## src/rtl/core/assert_macros.svh

```systemverilog
// shared assertion macros for the decoder rtl
`ifndef ASSERT_MACROS_SVH
`define ASSERT_MACROS_SVH

// property checked on every rising edge outside reset
`define ASSERT_CLK(label, prop, msg) \
    label: assert property (@(posedge i_clk) disable iff (!i_rst_n) prop) else $error(msg);

// implication checked on every rising edge outside reset
`define ASSERT_IMPL(label, ante, cons, msg) \
    label: assert property (@(posedge i_clk) disable iff (!i_rst_n) (ante) |-> (cons)) \
        else $error(msg);

// next-cycle implication checked outside reset
`define ASSERT_NEXT(label, ante, cons, msg) \
    label: assert property (@(posedge i_clk) disable iff (!i_rst_n) (ante) |=> (cons)) \
        else $error(msg);

`endif

```

## src/rtl/core/b64d_pkg.sv

```systemverilog
`default_nettype none

package b64d_pkg;

    // character offset counter width
    localparam int OFFSET_BITS = 20;
    localparam logic [OFFSET_BITS-1:0] OFFSET_MAX = {OFFSET_BITS{1'b1}};

    // symbol value marking a character outside the alphabet
    localparam logic [6:0] SYM_BAD = 7'd64;
    localparam logic [7:0] CH_PAD  = 8'h3D;

    // configuration register map
    localparam int CFG_ADDR_W = 3;
    localparam logic REG_URL_ALPHABET     = 1'b0;
    localparam logic REG_PADDING_REQUIRED = 1'b1;

    // item kinds
    localparam logic ACT_CHAR = 1'b0;
    localparam logic ACT_END  = 1'b1;

    // error kinds
    typedef enum logic [2:0] {
        ERR_NONE       = 3'd0,
        ERR_BAD_CHAR   = 3'd1,
        ERR_EARLY_PAD  = 3'd2,
        ERR_DATA_AFTER = 3'd3,
        ERR_LEFTOVER   = 3'd4,
        ERR_INCOMPLETE = 3'd5,
        ERR_PAD_FORBID = 3'd6
    } t_err_kind;

    // input beat
    typedef struct packed {
        logic       action;
        logic [7:0] ch;
    } t_in_beat;

    // result beat
    typedef struct packed {
        logic [7:0]             out_byte;
        logic                   byte_valid;
        logic                   error;
        logic [2:0]             error_kind;
        logic [OFFSET_BITS-1:0] error_offset;
        logic                   done_res;
    } t_out_beat;

    // decoder stream state
    typedef struct packed {
        logic [1:0]             group_pos;
        logic [1:0]             pad_cnt;
        logic [7:0]             partial;
        logic [OFFSET_BITS-1:0] char_off;
        logic                   err_lat;
        t_err_kind              err_code;
        logic [OFFSET_BITS-1:0] err_pos;
    } t_dec_state;

    // configuration seen by the step logic
    typedef struct packed {
        logic url_alphabet;
        logic padding_required;
    } t_dec_cfg;

    // character to 6-bit symbol, SYM_BAD when not in the alphabet
    function automatic logic [6:0] sym_value(input logic [7:0] c, input logic url);
        logic [6:0] v;
        v = SYM_BAD;
        if (c >= 8'h41 && c <= 8'h5A) begin
            v = 7'(c - 8'h41);
        end else if (c >= 8'h61 && c <= 8'h7A) begin
            v = 7'(c - 8'h61) + 7'd26;
        end else if (c >= 8'h30 && c <= 8'h39) begin
            v = 7'(c - 8'h30) + 7'd52;
        end else if (c == CH_PAD) begin
            v = 7'd0;
        end else if (url && c == 8'h2D) begin
            v = 7'd62;
        end else if (url && c == 8'h5F) begin
            v = 7'd63;
        end else if (!url && c == 8'h2B) begin
            v = 7'd62;
        end else if (!url && c == 8'h2F) begin
            v = 7'd63;
        end
        return v;
    endfunction

endpackage

`default_nettype wire

```

## src/rtl/core/b64d_step.sv

```systemverilog
`default_nettype none

module b64d_step import b64d_pkg::*; (
    input  t_dec_cfg   i_cfg,
    input  t_in_beat   i_beat,
    input  t_dec_state i_state,
    output t_dec_state o_state,
    output t_out_beat  o_res
);

    logic [6:0]             w_sym;
    logic [5:0]             w_v;
    logic                   w_is_pad;
    logic [OFFSET_BITS-1:0] w_prev;
    logic [1:0]             w_pad_next;
    logic [7:0]             w_byte;
    logic                   w_valid;

    // symbol lookup and previous-character offset
    always_comb begin
        w_sym    = sym_value(i_beat.ch, i_cfg.url_alphabet);
        w_v      = w_sym[5:0];
        w_is_pad = (i_beat.ch == CH_PAD);
        if (i_state.char_off == OFFSET_MAX) begin
            w_prev = i_state.char_off;
        end else if (i_state.char_off != '0) begin
            w_prev = i_state.char_off - OFFSET_BITS'(1);
        end else begin
            w_prev = '0;
        end
        w_pad_next = w_is_pad ? i_state.pad_cnt + 2'd1 : i_state.pad_cnt;
    end

    // one step of the stream state
    always_comb begin
        o_state = i_state;
        w_byte  = '0;
        w_valid = 1'b0;
        if (i_beat.action == ACT_CHAR) begin
            if (i_state.char_off != OFFSET_MAX) begin
                o_state.char_off = i_state.char_off + OFFSET_BITS'(1);
            end
            if (!i_state.err_lat) begin
                priority if (w_sym == SYM_BAD) begin
                    o_state.err_lat  = 1'b1;
                    o_state.err_code = ERR_BAD_CHAR;
                    o_state.err_pos  = i_state.char_off;
                end else if (w_is_pad && !i_state.group_pos[1]) begin
                    o_state.err_lat  = 1'b1;
                    o_state.err_code = ERR_EARLY_PAD;
                    o_state.err_pos  = i_state.char_off;
                end else if (!w_is_pad && i_state.pad_cnt != 2'd0) begin
                    o_state.err_lat  = 1'b1;
                    o_state.err_code = ERR_DATA_AFTER;
                    o_state.err_pos  = w_prev;
                end else if (w_is_pad && i_state.partial != 8'd0) begin
                    o_state.err_lat  = 1'b1;
                    o_state.err_code = ERR_LEFTOVER;
                    o_state.err_pos  = w_prev;
                end else begin
                    o_state.pad_cnt = w_pad_next;
                    // place the six symbol bits by group position
                    unique case (i_state.group_pos)
                        2'd0: begin
                            o_state.partial   = {w_v, 2'b00};
                            o_state.group_pos = 2'd1;
                        end
                        2'd1: begin
                            w_byte            = i_state.partial | {6'd0, w_v[5:4]};
                            w_valid           = 1'b1;
                            o_state.partial   = {w_v[3:0], 4'd0};
                            o_state.group_pos = 2'd2;
                        end
                        2'd2: begin
                            w_byte            = i_state.partial | {4'd0, w_v[5:2]};
                            w_valid           = (w_pad_next == 2'd0);
                            o_state.partial   = {w_v[1:0], 6'd0};
                            o_state.group_pos = 2'd3;
                        end
                        default: begin
                            w_byte            = i_state.partial | {2'd0, w_v};
                            w_valid           = (w_pad_next == 2'd0);
                            o_state.partial   = 8'd0;
                            o_state.group_pos = 2'd0;
                        end
                    endcase
                end
            end
        end else if (!i_state.err_lat) begin
            // end of stream rules
            if (i_cfg.padding_required) begin
                if (i_state.group_pos != 2'd0) begin
                    o_state.err_lat  = 1'b1;
                    o_state.err_code = ERR_INCOMPLETE;
                    o_state.err_pos  = i_state.char_off;
                end
            end else if (i_state.pad_cnt != 2'd0) begin
                o_state.err_lat  = 1'b1;
                o_state.err_code = ERR_PAD_FORBID;
                o_state.err_pos  = i_state.char_off;
            end
        end
    end

    // result beat from the updated state
    always_comb begin
        o_res.out_byte     = w_valid ? w_byte : 8'd0;
        o_res.byte_valid   = w_valid;
        o_res.error        = o_state.err_lat;
        o_res.error_kind   = o_state.err_lat ? o_state.err_code : ERR_NONE;
        o_res.error_offset = o_state.err_lat ? o_state.err_pos : '0;
        o_res.done_res     = i_beat.action;
    end

endmodule

`default_nettype wire

```

## src/rtl/core/base64_stream_decoder_top.sv

```systemverilog
`default_nettype none

// Base64 stream decoder, one character beat in and one result beat out per cycle
// while the output is not stalled. A beat taken at the input lands in an input
// register; the step logic then updates the stream state and loads the result
// register once the result register is free or not stalled, so a new beat can be
// taken every cycle while the output is not stalled; output stall backs up through
// the input register. Registers at byte address 0 (url alphabet) and 4 (padding
// required) are written over the APB-style port; the user must write them only
// while the decoder is idle, which the block itself does not enforce.

`include "assert_macros.svh"

module base64_stream_decoder_top import b64d_pkg::*; (
    input  logic                  i_clk,
    input  logic                  i_rst_n,
    input  logic                  i_in_valid,
    output logic                  o_in_stall,
    input  t_in_beat              i_in_beat,
    output logic                  o_out_valid,
    input  logic                  i_out_stall,
    output t_out_beat             o_out_beat,
    input  logic                  psel,
    input  logic                  penable,
    input  logic                  pwrite,
    input  logic [CFG_ADDR_W-1:0] paddr,
    input  logic [31:0]           pwdata,
    output logic [31:0]           prdata,
    output logic                  pready
);

    logic       r_url, n_url;
    logic       r_pad_req, n_pad_req;
    logic       r_in_vld, n_in_vld;
    t_in_beat   r_in_beat;
    logic       r_out_vld, n_out_vld;
    t_out_beat  r_out_beat;
    t_dec_state r_state;
    t_dec_state w_state_next;
    t_out_beat  w_res;
    t_dec_cfg   w_cfg;
    logic       w_advance;
    logic       w_in_acc;
    logic       w_cfg_wr;

    // handshake control
    assign w_advance   = r_in_vld && (!r_out_vld || !i_out_stall);
    assign o_in_stall  = r_in_vld && !w_advance;
    assign w_in_acc    = i_in_valid && !o_in_stall;
    assign o_out_valid = r_out_vld;
    assign o_out_beat  = r_out_beat;

    // configuration port
    assign pready   = 1'b1;
    assign w_cfg_wr = psel && penable && pwrite && pready;

    always_comb begin
        n_url     = r_url;
        n_pad_req = r_pad_req;
        if (w_cfg_wr) begin
            unique case (paddr[CFG_ADDR_W-1])
                REG_URL_ALPHABET:     n_url     = pwdata[0];
                REG_PADDING_REQUIRED: n_pad_req = pwdata[0];
                default:              n_url     = r_url;
            endcase
        end
    end

    // register readback
    always_comb begin
        prdata = '0;
        if (paddr[1:0] == 2'b00) begin
            unique case (paddr[CFG_ADDR_W-1])
                REG_URL_ALPHABET:     prdata = {31'd0, r_url};
                REG_PADDING_REQUIRED: prdata = {31'd0, r_pad_req};
                default:              prdata = '0;
            endcase
        end
    end

    // valid flags of the two stages
    always_comb begin
        n_in_vld = r_in_vld;
        if (w_in_acc) begin
            n_in_vld = 1'b1;
        end else if (w_advance) begin
            n_in_vld = 1'b0;
        end
        n_out_vld = r_out_vld;
        if (w_advance) begin
            n_out_vld = 1'b1;
        end else if (!i_out_stall) begin
            n_out_vld = 1'b0;
        end
    end

    assign w_cfg.url_alphabet     = r_url;
    assign w_cfg.padding_required = r_pad_req;

    // per-character decode step
    b64d_step u_step (
        .i_cfg   (w_cfg),
        .i_beat  (r_in_beat),
        .i_state (r_state),
        .o_state (w_state_next),
        .o_res   (w_res)
    );

    // control and state registers
    always_ff @(posedge i_clk) begin
        if (!i_rst_n) begin
            r_url     <= 1'b0;
            r_pad_req <= 1'b1;
            r_in_vld  <= 1'b0;
            r_out_vld <= 1'b0;
            r_state   <= '0;
        end else begin
            r_url     <= n_url;
            r_pad_req <= n_pad_req;
            r_in_vld  <= n_in_vld;
            r_out_vld <= n_out_vld;
            if (w_advance) begin
                r_state <= w_state_next;
            end
        end
    end

    // payload registers
    always_ff @(posedge i_clk) begin
        if (w_in_acc) begin
            r_in_beat <= i_in_beat;
        end
        if (w_advance) begin
            r_out_beat <= w_res;
        end
    end

    // checks
    `ASSERT_NEXT(a_err_sticky, r_state.err_lat, r_state.err_lat, "error latch cleared")
    `ASSERT_IMPL(a_byte_clean, o_out_valid && o_out_beat.byte_valid,
        !o_out_beat.error && !o_out_beat.done_res, "byte on error or end beat")
    `ASSERT_IMPL(a_kind_match, o_out_valid,
        o_out_beat.error == (o_out_beat.error_kind != ERR_NONE), "error flag and kind disagree")
    `ASSERT_IMPL(a_group_start, r_state.group_pos == 2'd0, r_state.partial == 8'd0,
        "partial bits left at group start")

endmodule

`default_nettype wire

```

## config.mk

```make
export PLATFORM = sky130hd
export DESIGN_NAME = base64_stream_decoder_top
export DESIGN_NICKNAME = d
export VERILOG_FILES = /design/src/rtl/core/b64d_pkg.sv /design/src/rtl/core/b64d_step.sv /design/src/rtl/core/base64_stream_decoder_top.sv
export VERILOG_INCLUDE_DIRS = /design/src /design/src/rtl/core
export SDC_FILE = /design/constraint.sdc
export NUM_CORES = 1
export LEC_CHECK = 0
export BUFFER_PORTS_ARGS = -buffer_cell sky130_fd_sc_hd__buf_2
export CAP_MARGIN = 20
export CORE_ASPECT_RATIO = 1.5
export CORE_MARGIN = 2
export CORE_UTILIZATION = 47
export CTS_BUF_LIST = sky130_fd_sc_hd__clkbuf_16
export CTS_CLUSTER_DIAMETER = 150
export DETAILED_ROUTE_END_ITERATION = 6
export PLACE_DENSITY_LB_ADDON = 0.12
export SLEW_MARGIN = 40
export SYNTH_ARGS = -nofsm -noshare
export SYNTH_HDL_FRONTEND = slang
export SYNTH_SLANG_ARGS = --single-unit
```

## constraint.sdc

```tcl
create_clock -name i_clk -period 5 [get_ports i_clk]
set_input_delay 1 -clock i_clk [delete_from_list [all_inputs] [get_ports i_clk]]
set_output_delay 1 -clock i_clk [all_outputs]
set_load 0.005 [all_outputs]
```

==> flow_summary_export.csv <==
group,metric,value,unit
timing,rsz0062_at_grt,"false",
final_layout,num_antenna_cells,0,
timing,finalCritPeriodShare,83.2,%
power,p_leak,2.71,nW
power,power_density,281,nW/um^2
power,switching_share,28.6,%
route,drc,0,
power,p_sw,560,uW
global_routing,grt_pass1_vias,5718,
logic_synthesis,yosys.cell_count.top_type,"nor2_1",
global_routing,antenna_found_initial,0,
timing,skew,0.00993,ns
logic_synthesis,synth_seq_cells,101,
logic_synthesis,synth.largest_area_cell,"edfxtp_1",
route,vias_per_cell,6.21,
route,vias,5866,
timing,fin_crit,4.16,ns
route,highest_layer,"met4",
power,p_comb_share,16.1,%
timing,relSlewSlack,48.3,%
timing,tightest_slew,0.769,ns
worst_setup_path,path_cells,"buf_4, inv_1, ha_1, a21o_1, nand3_1, a32oi_2, a32oi_2, or2_4, or3_4, mux2_1, a222oi_1, nor2_1",
final_layout,areaGrowthSynthToFinish,7.79,%
route,drt_first_pass_iters,5,
placement,post-place-ws,0.874,ns
power,internal_power,1.40,mW
clocking,clockBufferDepth,2,
floorplan,chipHeight,148,um
power,clock_power_share,37.0,%
worst_setup_path,cp-start-kind,"flip-flop",
floorplan,die_x,99.7,um
global_routing,track_usage,24.6,%
timing,maxSlewViolCount,0,
timing,finalSetupViolCount,0,
logic_synthesis,synth_top_area_share,20.0,%
logic_synthesis,syn_area_per_cell,8.53,um^2
route,wl_met1,6.65,mm
global_routing,grt_pass1_wl,28.9,mm
worst_setup_path,cpMostUsedCell,"a32oi_2",
power,pwr-share-seq,47.0,%
clocking,cts.sinks,101,
floorplan,fp.coreArea,13500,um^2
floorplan,rows,52,
worst_setup_path,crit_fanout,13,
final_layout,drive_gt1_share,14.1,%
logic_synthesis,synth_edf_count,43,
route,drt_iter0_drc,447,
route,ant_nets,0,
timing,setup_tns,0,ns
floorplan,die_area,14700,um^2
placement,hpwlAfterDp,13.0,mm
worst_setup_path,cp.arrival,4.23,ns
global_routing,grt.overflow.total,0,
floorplan,start_util,48.0,%
route,wire_per_inst,19.1,um
clocking,cts_max_level,3,
timing,hold_slack,0.472,ns
timing,setup_slack,0.842,ns
worst_setup_path,crit_slowest_cell,"a222oi_1",
placement,gp_congestion,0.908,
worst_setup_path,path_class,"flip-flop to flip-flop",
clocking,numCtsBuffers,9,
worst_setup_path,worstSetupEndpointType,"flip-flop",
logic_synthesis,synthArstFlopShare,0,%
clocking,cts_tree,"yes",
final_layout,nets,844,
route,route.met3.wl,764,um
worst_setup_path,crit_path_max_incr_delay,0.55,ns
timing,max_freq,0.240,GHz
worst_setup_path,crit_family,"compound AO/OA/AOI/OAI gates",
logic_synthesis,syn_inst,757,
logic_synthesis,yosysSeqAreaShare,38.0,%
worst_setup_path,path_buf_inv,2,
clocking,post_cts_buffers,0,
flow_run,max_cap_viol_count,0,
clocking,cts-root-buf,"clkbuf_16",
logic_synthesis,synthFlopType,"dfxtp_1",
logic_synthesis,ys_types,84,
route,met2WireLength,9.55,mm
logic_synthesis,ys_top_cells_by_count,"nor2_1 (86), dfxtp_1 (58), a21oi_1 (54)",
logic_synthesis,synth_area_leaders,"edfxtp_1 (20%), dfxtp_1 (18%), nor2_1 (5.0%), a21oi_1 (4.2%), o21ai_0 (3.9%)",
status,outcome,"finished clean",
timing,hold_violations,0,
floorplan,ios,120,
global_routing,grt_max_degree,65,
clocking,cts_resized,0,
logic_synthesis,yosysWarnings,0,
worst_setup_path,critPathRequiredTime,5.07,ns
logic_synthesis,synth_area,6460,um^2
route,wirelength,18.0,mm
power,ir_drop,0.000221,V
clocking,clock_latency,0.35,ns
clocking,path_clk_slew,0.07,ns
min_path,hold_path.class,"flip-flop to flip-flop",
placement,numPortBuffers,56,
clocking,postCtsHoldBufs,0,
## power groups by stage
stage	Sequential (mW)	Clock (mW)	Combinational [mW]
after floorplan	0.929	0	0.241
after global placement	0.936	0	0.305
after detailed placement	0.937	0	0.310
after CTS	0.918	0.735	0.311
after global routing	0.923	0.769	0.345
final	0.919	0.724	0.314
## final timing paths
| kind | from | endpoint | slack (ns) | depth (start not counted) |
|---|---|---|---|---|
| setup / recovery | r_in_beat[2] | o_out_beat[5] | 0.84 | 12 |
| hold / removal | r_state[15] | r_state[15] | 0.47 | 2 |
| setup reg to reg | r_in_beat[2] | o_out_beat[5] | 0.84 | 12 |
| hold reg to reg | r_state[15] | r_state[15] | 0.47 | 2 |
## registers in the layout (all words and copies together), names as in the netlist
signal and cells:
o_out_beat 34, o_out_valid 1, r_in_beat 9, r_in_vld 1, r_pad_req 1, r_state 54
r_url 1
## routing by layer
metal / GRT usage [%] / up-vias
met1: 26.4 / 2802
met3: 3.50 / 67
met4: 16.0 / 0
met2: 44.4 / 225
li1: - / 2772
met5: 0 / -
## cell families (layout without fill, tap and decap cells)
| family | after synthesis | count (layout) | synth area share, % |
|---|---|---|---|
| DFF | 101 | 101 | 38.0 |
| other | 2 | 32 | 0.116 |
| and+or+nand+nor | 278 | 278 | 21.9 |
| adders and majority gates | 16 | 16 | 3.10 |
| xor gates and xnor gates | 20 | 20 | 2.71 |
| AOI/OAI and AO/OA | 218 | 218 | 23.3 |
| muxes | 13 | 13 | 2.05 |
| buffers and inverters | 109 | 104 | 8.93 |
## cell type report
cell class	instances	area, um^2
clock buffer	9	225
clock inverter	7	78.8
fill	1304	6500
inverter	20	77.6
multi-input combinational	577	3560
sequential	101	2450
tap	162	203
timing repair buffer	68	370
## layout by cell type (no fill, tap or decap), drive strengths merged, types with 6 or more instances in the layout
cell    Yosys  layout
edfxtp     43      43
xor2       15      15
clkbuf     38       9
inv        19      24
nand2b      6       6
a22o       13      13
buf        51      68
a311oi     10      10
dfxtp      58      58
and3        7       7
a32oi       7       7
a31oi       8       8
nor2       87      87
nor4        6       6
conb        2      32
a21o        6       6
o31ai       6       6
o21ai      52      52
a22oi      16      16
mux2i      11      11
nand4      11      11
nor3       32      32
ha         16      16
a221oi      6       6
or3        18      18
nand2      54      54
nand3      31      31
a21oi      55      55
## worst reg2reg max path, stage by stage (launching register included)
cell and delay (ns):
edfxtp_1 0.36, buf_4 0.18, inv_1 0.20, ha_1 0.37, a21o_1 0.24, nand3_1 0.30, a32oi_2 0.27, a32oi_2 0.21
or2_4 0.33, or3_4 0.44, mux2_1 0.34, a222oi_1 0.55, nor2_1 0.10
## stage by stage
step | area, um^2 | cells | util (%) | power, mW
floorplan | 6570 | 787 | - | 1.17
global placement | 6650 | 928 | 49.4 | 1.24
detailed placement | 6650 | 928 | 49.4 | 1.25
CTS | 6960 | 944 | 51.6 | 1.96
global route | 6960 | 944 | 51.7 | 2.04
finish | 6960 | 944 | 51.7 | 1.96
Power figures use the tool's default switching activity.
